**src/sv/itpc_pkg.sv**
```systemverilog
// Package: shared types and character codes for the IPv4 text parser.
package itpc_pkg;

  localparam logic [7:0] ChZero = 8'h30;
  localparam logic [7:0] ChNine = 8'h39;
  localparam logic [7:0] ChDot  = 8'h2E;

  localparam logic [1:0] MaxDigits   = 2'd3;
  localparam logic [1:0] LastOctet   = 2'd3;
  localparam logic [9:0] OctetMax    = 10'd255;
  localparam logic [7:0] LoopbackNet = 8'd127;
  localparam logic [7:0] MulticastLo = 8'd224;
  localparam logic [7:0] LinkLocalHi = 8'd169;
  localparam logic [7:0] LinkLocalLo = 8'd254;

  typedef struct packed {
    logic [1:0]  octet_index;
    logic [1:0]  digit_count;
    logic [9:0]  octet_value;
    logic        leading_zero;
    logic        parse_failed;
    logic [23:0] committed_octets;
  } parse_state_t;

  typedef struct packed {
    logic        usable;
    logic [31:0] address;
  } parse_result_t;

endpackage

```
**src/sv/itpc_if.sv**
```systemverilog
// Interfaces: valid/ready channels for text characters and parse results.
interface itpc_in_if;
  logic       valid;
  logic       ready;
  logic [7:0] ch;
  logic       has_char;
  logic       last;

  modport source (output valid, output ch, output has_char, output last, input ready);
  modport sink   (input valid, input ch, input has_char, input last, output ready);
endinterface

interface itpc_out_if;
  logic        valid;
  logic        ready;
  logic        usable;
  logic [31:0] address;

  modport source (output valid, output usable, output address, input ready);
  modport sink   (input valid, input usable, input address, output ready);
endinterface

```
**src/sv/itpc_step.sv**
```systemverilog
// Per-character parse step: next state and end-of-text result.
module itpc_step (
  input  itpc_pkg::parse_state_t  state,
  input  logic [7:0]              ch,
  input  logic                    has_char,
  input  logic                    last,
  output itpc_pkg::parse_state_t  state_next,
  output itpc_pkg::parse_result_t result
);

  itpc_pkg::parse_state_t st;
  logic        is_digit;
  logic        is_dot;
  logic [3:0]  digit;
  logic [13:0] times_ten;
  logic        cur_ok;
  logic        end_ok;
  logic [31:0] addr;

  assign is_digit  = (ch >= itpc_pkg::ChZero) && (ch <= itpc_pkg::ChNine);
  assign is_dot    = (ch == itpc_pkg::ChDot);
  assign digit     = ch[3:0];
  assign times_ten = {1'b0, state.octet_value, 3'b000} + {3'b000, state.octet_value, 1'b0}
                   + {10'd0, digit};
  assign cur_ok    = (state.digit_count != 2'd0) && (state.octet_value <= itpc_pkg::OctetMax)
                   && !((state.digit_count > 2'd1) && state.leading_zero);

  always_comb begin
    st = state;
    if (has_char && !state.parse_failed) begin
      if (is_digit) begin
        if (state.digit_count == itpc_pkg::MaxDigits) begin
          st.parse_failed = 1'b1;
        end else begin
          if (state.digit_count == 2'd0 && digit == 4'd0) st.leading_zero = 1'b1;
          st.octet_value = times_ten[9:0];
          st.digit_count = state.digit_count + 2'd1;
        end
      end else if (is_dot) begin
        if (!cur_ok || state.octet_index == itpc_pkg::LastOctet) begin
          st.parse_failed = 1'b1;
        end else begin
          st.committed_octets = {state.committed_octets[15:0], state.octet_value[7:0]};
          st.octet_index      = state.octet_index + 2'd1;
          st.digit_count      = 2'd0;
          st.octet_value      = 10'd0;
          st.leading_zero     = 1'b0;
        end
      end else begin
        st.parse_failed = 1'b1;
      end
    end
  end

  // checks on the state after this character
  always_comb begin
    addr   = {st.committed_octets, st.octet_value[7:0]};
    end_ok = !st.parse_failed && (st.octet_index == itpc_pkg::LastOctet)
           && (st.digit_count != 2'd0) && (st.octet_value <= itpc_pkg::OctetMax)
           && !((st.digit_count > 2'd1) && st.leading_zero);
    if (addr[31:24] == 8'd0 || addr[31:24] == itpc_pkg::LoopbackNet
        || addr[31:24] >= itpc_pkg::MulticastLo) end_ok = 1'b0;
    if (addr[31:24] == itpc_pkg::LinkLocalHi && addr[23:16] == itpc_pkg::LinkLocalLo)
      end_ok = 1'b0;
    result.usable  = end_ok;
    result.address = end_ok ? addr : 32'd0;
    state_next     = last ? '0 : st;
  end

endmodule

```
**src/sv/ipv4_text_parse_check.sv**
```systemverilog
// Top level: strict dotted-decimal IPv4 text parser with usability check.
// A beat carrying last passes the input register, then the result register, and is held
// in the input register while a pending result is not taken. Throughput: one character beat
// per cycle otherwise; the parse step is combinational between the input and result registers.
// A pending result does not block input beats that carry no last mark.
// Reset (rst, synchronous) clears the parse state and both valid flags.
module ipv4_text_parse_check (
  input  logic              clk,
  input  logic              rst,
  itpc_in_if.sink           text,
  itpc_out_if.source        result
);

  logic       v1;
  logic [7:0] ch1;
  logic       has1;
  logic       last1;

  itpc_pkg::parse_state_t  state;
  itpc_pkg::parse_state_t  state_next;
  itpc_pkg::parse_result_t step_res;
  itpc_pkg::parse_result_t res;
  logic                    out_valid;

  logic out_free;
  logic proc;

  assign out_free   = !out_valid || result.ready;
  assign proc       = v1 && (!last1 || out_free);
  assign text.ready = !v1 || proc;

  itpc_step u_step (
    .state      (state),
    .ch         (ch1),
    .has_char   (has1),
    .last       (last1),
    .state_next (state_next),
    .result     (step_res)
  );

  always_ff @(posedge clk) begin
    if (rst) begin
      v1 <= 1'b0;
    end else if (text.ready) begin
      v1 <= text.valid;
    end
  end

  always_ff @(posedge clk) begin
    if (text.ready && text.valid) begin
      ch1   <= text.ch;
      has1  <= text.has_char;
      last1 <= text.last;
    end
  end

  always_ff @(posedge clk) begin
    if (rst) begin
      state <= '0;
    end else if (proc) begin
      state <= state_next;
    end
  end

  always_ff @(posedge clk) begin
    if (rst) begin
      out_valid <= 1'b0;
    end else if (proc && last1) begin
      out_valid <= 1'b1;
    end else if (result.ready) begin
      out_valid <= 1'b0;
    end
  end

  always_ff @(posedge clk) begin
    if (proc && last1) begin
      res <= step_res;
    end
  end

  assign result.valid   = out_valid;
  assign result.usable  = res.usable;
  assign result.address = res.address;

  a_clear_after_last: assert property (@(posedge clk) disable iff (rst)
    proc && last1 |=> state == '0)
    else $error("parse state not cleared after end of text");

  a_stall_reason: assert property (@(posedge clk) disable iff (rst)
    !text.ready |-> v1 && last1 && out_valid && !result.ready)
    else $error("input stalled without a blocked result");

  a_unusable_zero: assert property (@(posedge clk) disable iff (rst)
    out_valid && !res.usable |-> res.address == 32'd0)
    else $error("unusable result carries an address");

  a_usable_first: assert property (@(posedge clk) disable iff (rst)
    out_valid && res.usable |-> res.address[31:24] != 8'd0
                             && res.address[31:24] != itpc_pkg::LoopbackNet
                             && res.address[31:24] < itpc_pkg::MulticastLo)
    else $error("usable result in a reserved first-octet range");

  a_result_load: assert property (@(posedge clk) disable iff (rst)
    proc && last1 |=> out_valid)
    else $error("end of text produced no result beat");

endmodule

```
**src/flat_wrapper.sv**
```systemverilog
// flat-port wrapper written by rule: the top's interface ports become plain ports
module ipv4_text_parse_check_flat 
  (clk, rst, text_valid, text_ch, text_has_char, text_last, text_ready, result_valid, result_usable, result_address, result_ready);
  itpc_in_if text_i ();
  itpc_out_if result_i ();
  input  logic clk;
  input  logic rst;
  input wire logic [$bits(text_i.valid)-1:0] text_valid;
  input wire logic [$bits(text_i.ch)-1:0] text_ch;
  input wire logic [$bits(text_i.has_char)-1:0] text_has_char;
  input wire logic [$bits(text_i.last)-1:0] text_last;
  output wire logic [$bits(text_i.ready)-1:0] text_ready;
  output wire logic [$bits(result_i.valid)-1:0] result_valid;
  output wire logic [$bits(result_i.usable)-1:0] result_usable;
  output wire logic [$bits(result_i.address)-1:0] result_address;
  input wire logic [$bits(result_i.ready)-1:0] result_ready;
  assign text_i.valid = text_valid;
  assign text_i.ch = text_ch;
  assign text_i.has_char = text_has_char;
  assign text_i.last = text_last;
  assign text_ready = text_i.ready;
  assign result_valid = result_i.valid;
  assign result_usable = result_i.usable;
  assign result_address = result_i.address;
  assign result_i.ready = result_ready;
  ipv4_text_parse_check u_core (.clk(clk), .rst(rst), .text(text_i), .result(result_i));
endmodule
```
**config.mk**
```make
export PLATFORM = sky130hd
export DESIGN_NAME = ipv4_text_parse_check_flat
export DESIGN_NICKNAME = d
export VERILOG_FILES = /design/src/sv/itpc_pkg.sv /design/src/sv/itpc_if.sv /design/src/sv/itpc_step.sv /design/src/sv/ipv4_text_parse_check.sv /design/src/flat_wrapper.sv
export SDC_FILE = /design/constraint.sdc
export NUM_CORES = 1
export LEC_CHECK = 0
export ABC_AREA = 1
export BUFFER_PORTS_ARGS = -buffer_cell sky130_fd_sc_hd__buf_2
export CAP_MARGIN = 20
export CORE_MARGIN = 2
export CORE_UTILIZATION = 23
export CTS_BUF_LIST = sky130_fd_sc_hd__clkbuf_8
export CTS_CLUSTER_DIAMETER = 150
export CTS_CLUSTER_SIZE = 30
export DETAILED_ROUTE_END_ITERATION = 7
export PLACE_DENSITY = 0.38
export SYNTH_ARGS = -nofsm -noshare
export SYNTH_HDL_FRONTEND = slang
export SYNTH_SLANG_ARGS = --single-unit
```
**constraint.sdc**
```tcl
create_clock -name clk -period 6.1 [get_ports clk]
set_input_delay 0.61 -clock clk [delete_from_list [all_inputs] [get_ports clk]]
set_output_delay 0.61 -clock clk [all_outputs]
set_load 0.005 [all_outputs]
```
Word-level counts from Yosys, hierarchy flattened
Cells that the tools add are included.
- ROM bits: 0
- word-level logic and storage cells: 84
- memory bits (writable): 0
- bits in registers: 85
- output and inout port bits: 35
- bits in latches: 0
- memories kept: 0
- input bits: 14
- bitwise operators: 0
- add/subtract/negate cells: 4
- reduce and logical (&&, ||, !) cells: 35
- shift operators: 0
- div/mod/pow operators: 0
- order comparisons: 7
- $mul: 0
- multiplexer cells: 18
- eq/ne operators: 7
- operators by type and width (cell ; number):
    2-to-1 mux 40 bit ; 2
    2-to-1 mux 24 bit ; 3
    2-to-1 mux 15 bit ; 2
    less-or-equal comparator 10 x 8 -> 1 bit, second input constant ; 2
    == test 8 bit, second input constant ; 2
    logical AND 1 bit ; 15
    2-to-1 mux 14 bit ; 1
    2-to-1 mux 13 bit ; 1
    adder 10 bit ; 1
    adder 10 x 4 -> 10 bit ; 1
    == test 8 x 6 -> 1 bit, second input constant ; 1
    == test 8 x 7 -> 1 bit, second input constant ; 1
    >= comparator 8 x 6 -> 1 bit, second input constant ; 1
    >= comparator 8 bit, second input constant ; 1
    less-or-equal comparator 8 x 6 -> 1 bit, second input constant ; 1
    logical NOT 1 bit ; 8
    logical NOT 8 bit ; 1
    2-to-1 mux 1 bit ; 8
    == test 2 bit, second input constant ; 3
    logical OR 1 bit ; 6
    nonzero test 2 bit ; 3
    adder 2 x 1 -> 2 bit, second input constant ; 2
    > comparator 2 x 1 -> 1 bit, second input constant ; 2
    logical NOT 4 bit ; 1
    2 further kinds ; 2

Longest topological paths before layout
- depth in word-level cells: 17
- gate-level depth with buffers: 17
- gate-level depth less buffers: 16

Hierarchy
A second synthesis with hierarchy kept.
- cells, all modules: 713
- area, all modules: 5263.8 µm²
- by module, submodules not included (module ; instances ; sequential area each (µm²) ; cells an instance ; area an instance (µm²)):
    ipv4_text_parse_check ; 1 ; 2132.0 ; 320 ; 3264.4
    itpc_step ; 1 ; 0.0 ; 393 ; 1999.4

Least setup slack after synthesis
Ideal clock, no wire load.
- path type: reg-to-reg
- start point: register u_core.ch1[3]
- end point: register u_core.res (netlist bit u_core.result.address[4]) (data pin)
- arrival: 2.439 ns
- clock period less this slack: 2.575 ns
- required time: 5.964 ns
- setup time: 0.136 ns
- cell stages (with the launch flop): 16
- slack: 3.525 ns
- path through: edfxtp_1 -> inv_1 -> fa_1 -> fa_1 -> inv_1 -> nand4_1 -> nand3_1 -> nand2_1 -> nand3_1 -> nand2_1 -> nor2_1 -> nand3_1 -> nor2_2 -> nand3_4 -> buf_6 -> nor2_2
- cells in the longest elaborated chain, start to end: 11
- elaborated cells between the ends (all ways): 37
- classes of those cells: add/sub (1); order compare (5); eq/ne (5); mux (11); reduce/logical (15)
- ends and longest elaborated chain (what ; RTL line ; RTL):
    start, declared ; ipv4_text_parse_check.sv:15 ; logic [7:0] ch1;
    start signal, assigned ; ipv4_text_parse_check.sv:51 ; ch1 <= text.ch;
    branches (longest 3 deep; another with adder 10 x 4 -> 10 bit) ; -- ;
    2-to-1 mux 40 bit (*) ; itpc_step.sv:30 ; if (has_char && !state.parse_failed) begin
    branches (longest 7 deep; another with less-or-equal comparator 10 x 8 -> 1 bit) ; -- ;
    end signal, assigned ; ipv4_text_parse_check.sv:77 ; res <= step_res;
    end, declared ; ipv4_text_parse_check.sv:22 ; itpc_pkg::parse_result_t res;
Mark *: on every way between the ends.
A chain may end at the register's enable or synchronous reset.

Worst setup path in the final report
- start point: register u_core.state[28] (netlist name)
- end point: register u_core.res (netlist bit u_core.result.address[0]) (data pin)
- cells in the longest elaborated chain, start to end: 16
- elaborated cells between the ends (all ways): 39
- classes of those cells: add/sub (2); order compare (4); eq/ne (4); mux (13); reduce/logical (16)
- ends and longest elaborated chain (what ; RTL line):
    branches (longest 8 deep; another with adder 10 bit) ; --
    2-to-1 mux 40 bit (*) ; itpc_step.sv:30
    branches (longest 7 deep; another with less-or-equal comparator 10 x 8 -> 1 bit) ; --
Marks and branches as above.

==> summary.md <==
| Metric | Value |
|---|---|
| Final setup TNS | 0 ns |
| Post-DP HPWL | 8.274 mm |
| Die area | 0.02051 sq mm |
| CTS Buf Count | 9 |
| Worst-Skew Late Latency | 0.39 ns |
| Overall Global Routing Usage | 11.88% |
| H-tree Lvls | 3 |
| Largest fanout on the critical path | 33 |
| CP required | 6.33 ns |
| Cells after Synth | 548 |
| Die width | 143.2 um |
| Global-route wire length before repair | 18.77 mm |
| CTS tree | yes |
| Crit Path Category | reg -> reg |
| Synth Area in XOR/XNOR | 0.7861% |
| Vias/cell | 4.202 |
| # rows | 50 |
| Max Buffers Root-to-Sink | 2 |
| Startpoint Class | register |
| Period minus WS final | 3.362 ns |
| Nets | 621 |
| Post-synth EDFFs | 43 |
| Hold buffer count at CTS | 0 |
| Sequential area share after synthesis | 47.84% |
| Status | completed |
| Post-synthesis adder-cell area fraction | 5.109% |
| P per Cell Area | 212.6 mW/mm^2 |
| Pre-antenna DRT Iters | 4 |
| RSZ-0062 raised after global routing | no |
| Leak | 2.091 nW |
| Slew Limit Fails | 0 |
| Critical Path End Type | register |
| Max_cap viols | 0 |
| Synth top area share | 28.97% |
| Mux cell area share after synthesis | 0.6738% |
| Post-synthesis cell area | 0.004457 sq mm |
| Crit share post-route | 55.11% |
| Setup bufs post-CTS | 0 |
| Yosys cell types | 35 |
| Post-synth ARST share | 0% |
| Relative slew margins | 40.48% |
| Hold crit path type | in -> reg |
| Fin Clk Skew | 0.02012 ns |
| Syn-to-layout area delta | 15.58% |
| Vias | 3593 |
| Starting density of the core | 23.67% |
| Top cells by count, synth | 150 x nand2_1, 71 x inv_1, 43 x a21oi_1, 43 x edfxtp_1, 42 x dfxtp_1 |
| Resized cells post-CTS | 0 |
| Synth Area in Compound Gates | 8.731% |
| Syn_nets | 579 |
| DR WL/cell | 13.45 um |
| Number of global-route vias before repair | 3482 |
| I/O pin total | 49 |
| Synth area leader | edfxtp_1 |
| FF/Latch Area | 0.002132 sq mm |
| Core area | 0.01883 sq mm |
| Clock root buffer | clkbuf_8 |
| Fill cells | 2035 |
| # DRC | 0 |
| Hold Fails Final Rpt | 0 |
| Synth Area in Simple Gates | 28.44% |
| Synth Register Bits | 85 |
| Routability cong. | 0.7619 |
| Placed cell area | 0.004940 sq mm |
| Antenna-violating nets left | 0 |
| Top-count cell post-synth | nand2_1 |
| Final wirelength | 11.50 mm |
| Worst vdd ir | 0.0002036 V |
| Total power | 1.095 mW |
| Fmax achieved | 0.2975 GHz |
| Ys Warns | 0 |
| Clk slew on worst S/H paths | 0.11 ns |
| Final instance area | 0.005151 sq mm |
| PortBufs | 48 |
| Synth area leaders | edfxtp_1 29%, dfxtp_1 19%, nand2_1 13% |
| Final setup fails | 0 |
| Layout cells sized above 1 | 19.83% |
| Slew @ Worst Pin | 0.8928 ns |
| First DRT Iteration DRCs | 290 |
| Area of the multi-input gates | 0.001949 sq mm |
| Largest family of logic cells by synthesized area | simple AND/OR/NAND/NOR gates |
| Pin count of the biggest net entering global routing | 43 |
| Antenna fix cells | 0 |
| Synth Area per Inst | 8.133 sq um |
| TritonCTS sink count | 85 |
| Initial antenna violation count | 0 |
| Die Span Y | 143.2 um |
| Primary FF master, synth | edfxtp_1 |
| Critical path arrival | 3.59 ns |
| Grt total ovfl | 0 |
[worst max-delay path: stages, from the launching register on]
cell     delay (ns)
dfxtp_1        0.47
inv_1          0.09
fa_1           0.51
fa_1           0.47
inv_1          0.09
nand4_1        0.14
nand3_1        0.10
nand2_1        0.05
nand3_1        0.07
nand2_1        0.08
nor2_1         0.10
nand3_1        0.13
nor2_2         0.15
nand3_4        0.44
nor2_1         0.25
[final timing paths]
check | from | to | slack [ns] | cells after the start
max reg2reg | u_core.state[28] | u_core.result.address[0] | 2.74 | 14
min | text_has_char | u_core.has1 | 0.39 | 1
max | u_core.state[28] | u_core.result.address[0] | 2.74 | 14
min reg2reg | u_core.state[22] | u_core.state[22] | 0.47 | 2
[registers in the layout, indices dropped and copies added, names as in the netlist]
signal / cells
u_core.result.address: 32
u_core.result.usable: 1
u_core.last1: 1
u_core.state: 40
u_core.result.valid: 1
u_core.v1: 1
u_core.has1: 1
u_core.ch1: 8
[report_power, final]
part           switching [mW]  total [mW]  internal (mW)  leakage (nW)
sequential            0.00464       0.608          0.604         0.806
clock                   0.242       0.441          0.199         0.102
combinational          0.0341      0.0458         0.0117          1.18
total                   0.280        1.10          0.815          2.09
[placed cells by master, fill, tap and decap left out, types with 2 or more instances in the layout]
cell type	count
nor2_4	3
fa_1	2
ha_1	15
nor2_1	38
o21ai_1	3
o22ai_1	4
a21oi_1	43
buf_2	48
mux2i_1	3
clkinvlp_4	2
clkbuf_8	9
dfxtp_1	42
nor2_2	34
nand3_2	3
xnor2_1	3
a22oi_1	3
inv_1	71
nand2_1	150
a2bb2oi_1	3
o21ai_0	11
or2_2	7
nand4_1	18
edfxtp_1	43
nand3_1	20
buf_4	3
inv_8	3
[stage by stage]
| step | hold WS, ns | std cells | setup slack, ns | utilization [%] |
|---|---|---|---|---|
| after floorplan | 0.4453 | 548 | 3.525 | - |
| final | 0.3915 | 855 | 2.738 | 27.36 |
| after global placement | 0.4519 | 839 | 2.782 | 26.23 |
| after detailed placement | 0.4566 | 839 | 2.713 | 26.23 |
| after CTS | 0.3772 | 855 | 2.688 | 27.36 |
| after global routing | 0.3657 | 855 | 2.383 | 27.36 |
[layer usage]
metal  vias up  track usage, %  wire length (um)
met4         0           3.022               128
met1      1657           16.64              5854
met2        73           17.90              4970
met5         -               0                 0
met3        10           3.421               547
li1       1853               -                 -
[cell families (layout without fill, tap and decap cells)]
logic type	after synthesis	after routing
AND/OR/NAND/NOR	276	276
buffers and inverters	92	139
AO/OA/AOI/OAI	71	71
multiplexers	3	3
adder cells (fa/ha/maj)	17	17
flip-flops	85	85
XOR/XNOR	4	4
[layout make-up]
type / count / share of cell area (%)
flip-flops and latches: 85 / 41.39
multi-input cells: 371 / 37.84
repair buffers: 51 / 5.101
well taps: 260 / 6.315
inverters: 72 / 5.247
clock buffers: 9 / 2.405
clock inverters: 7 / 1.700
Power figures use the tool's default switching activity.
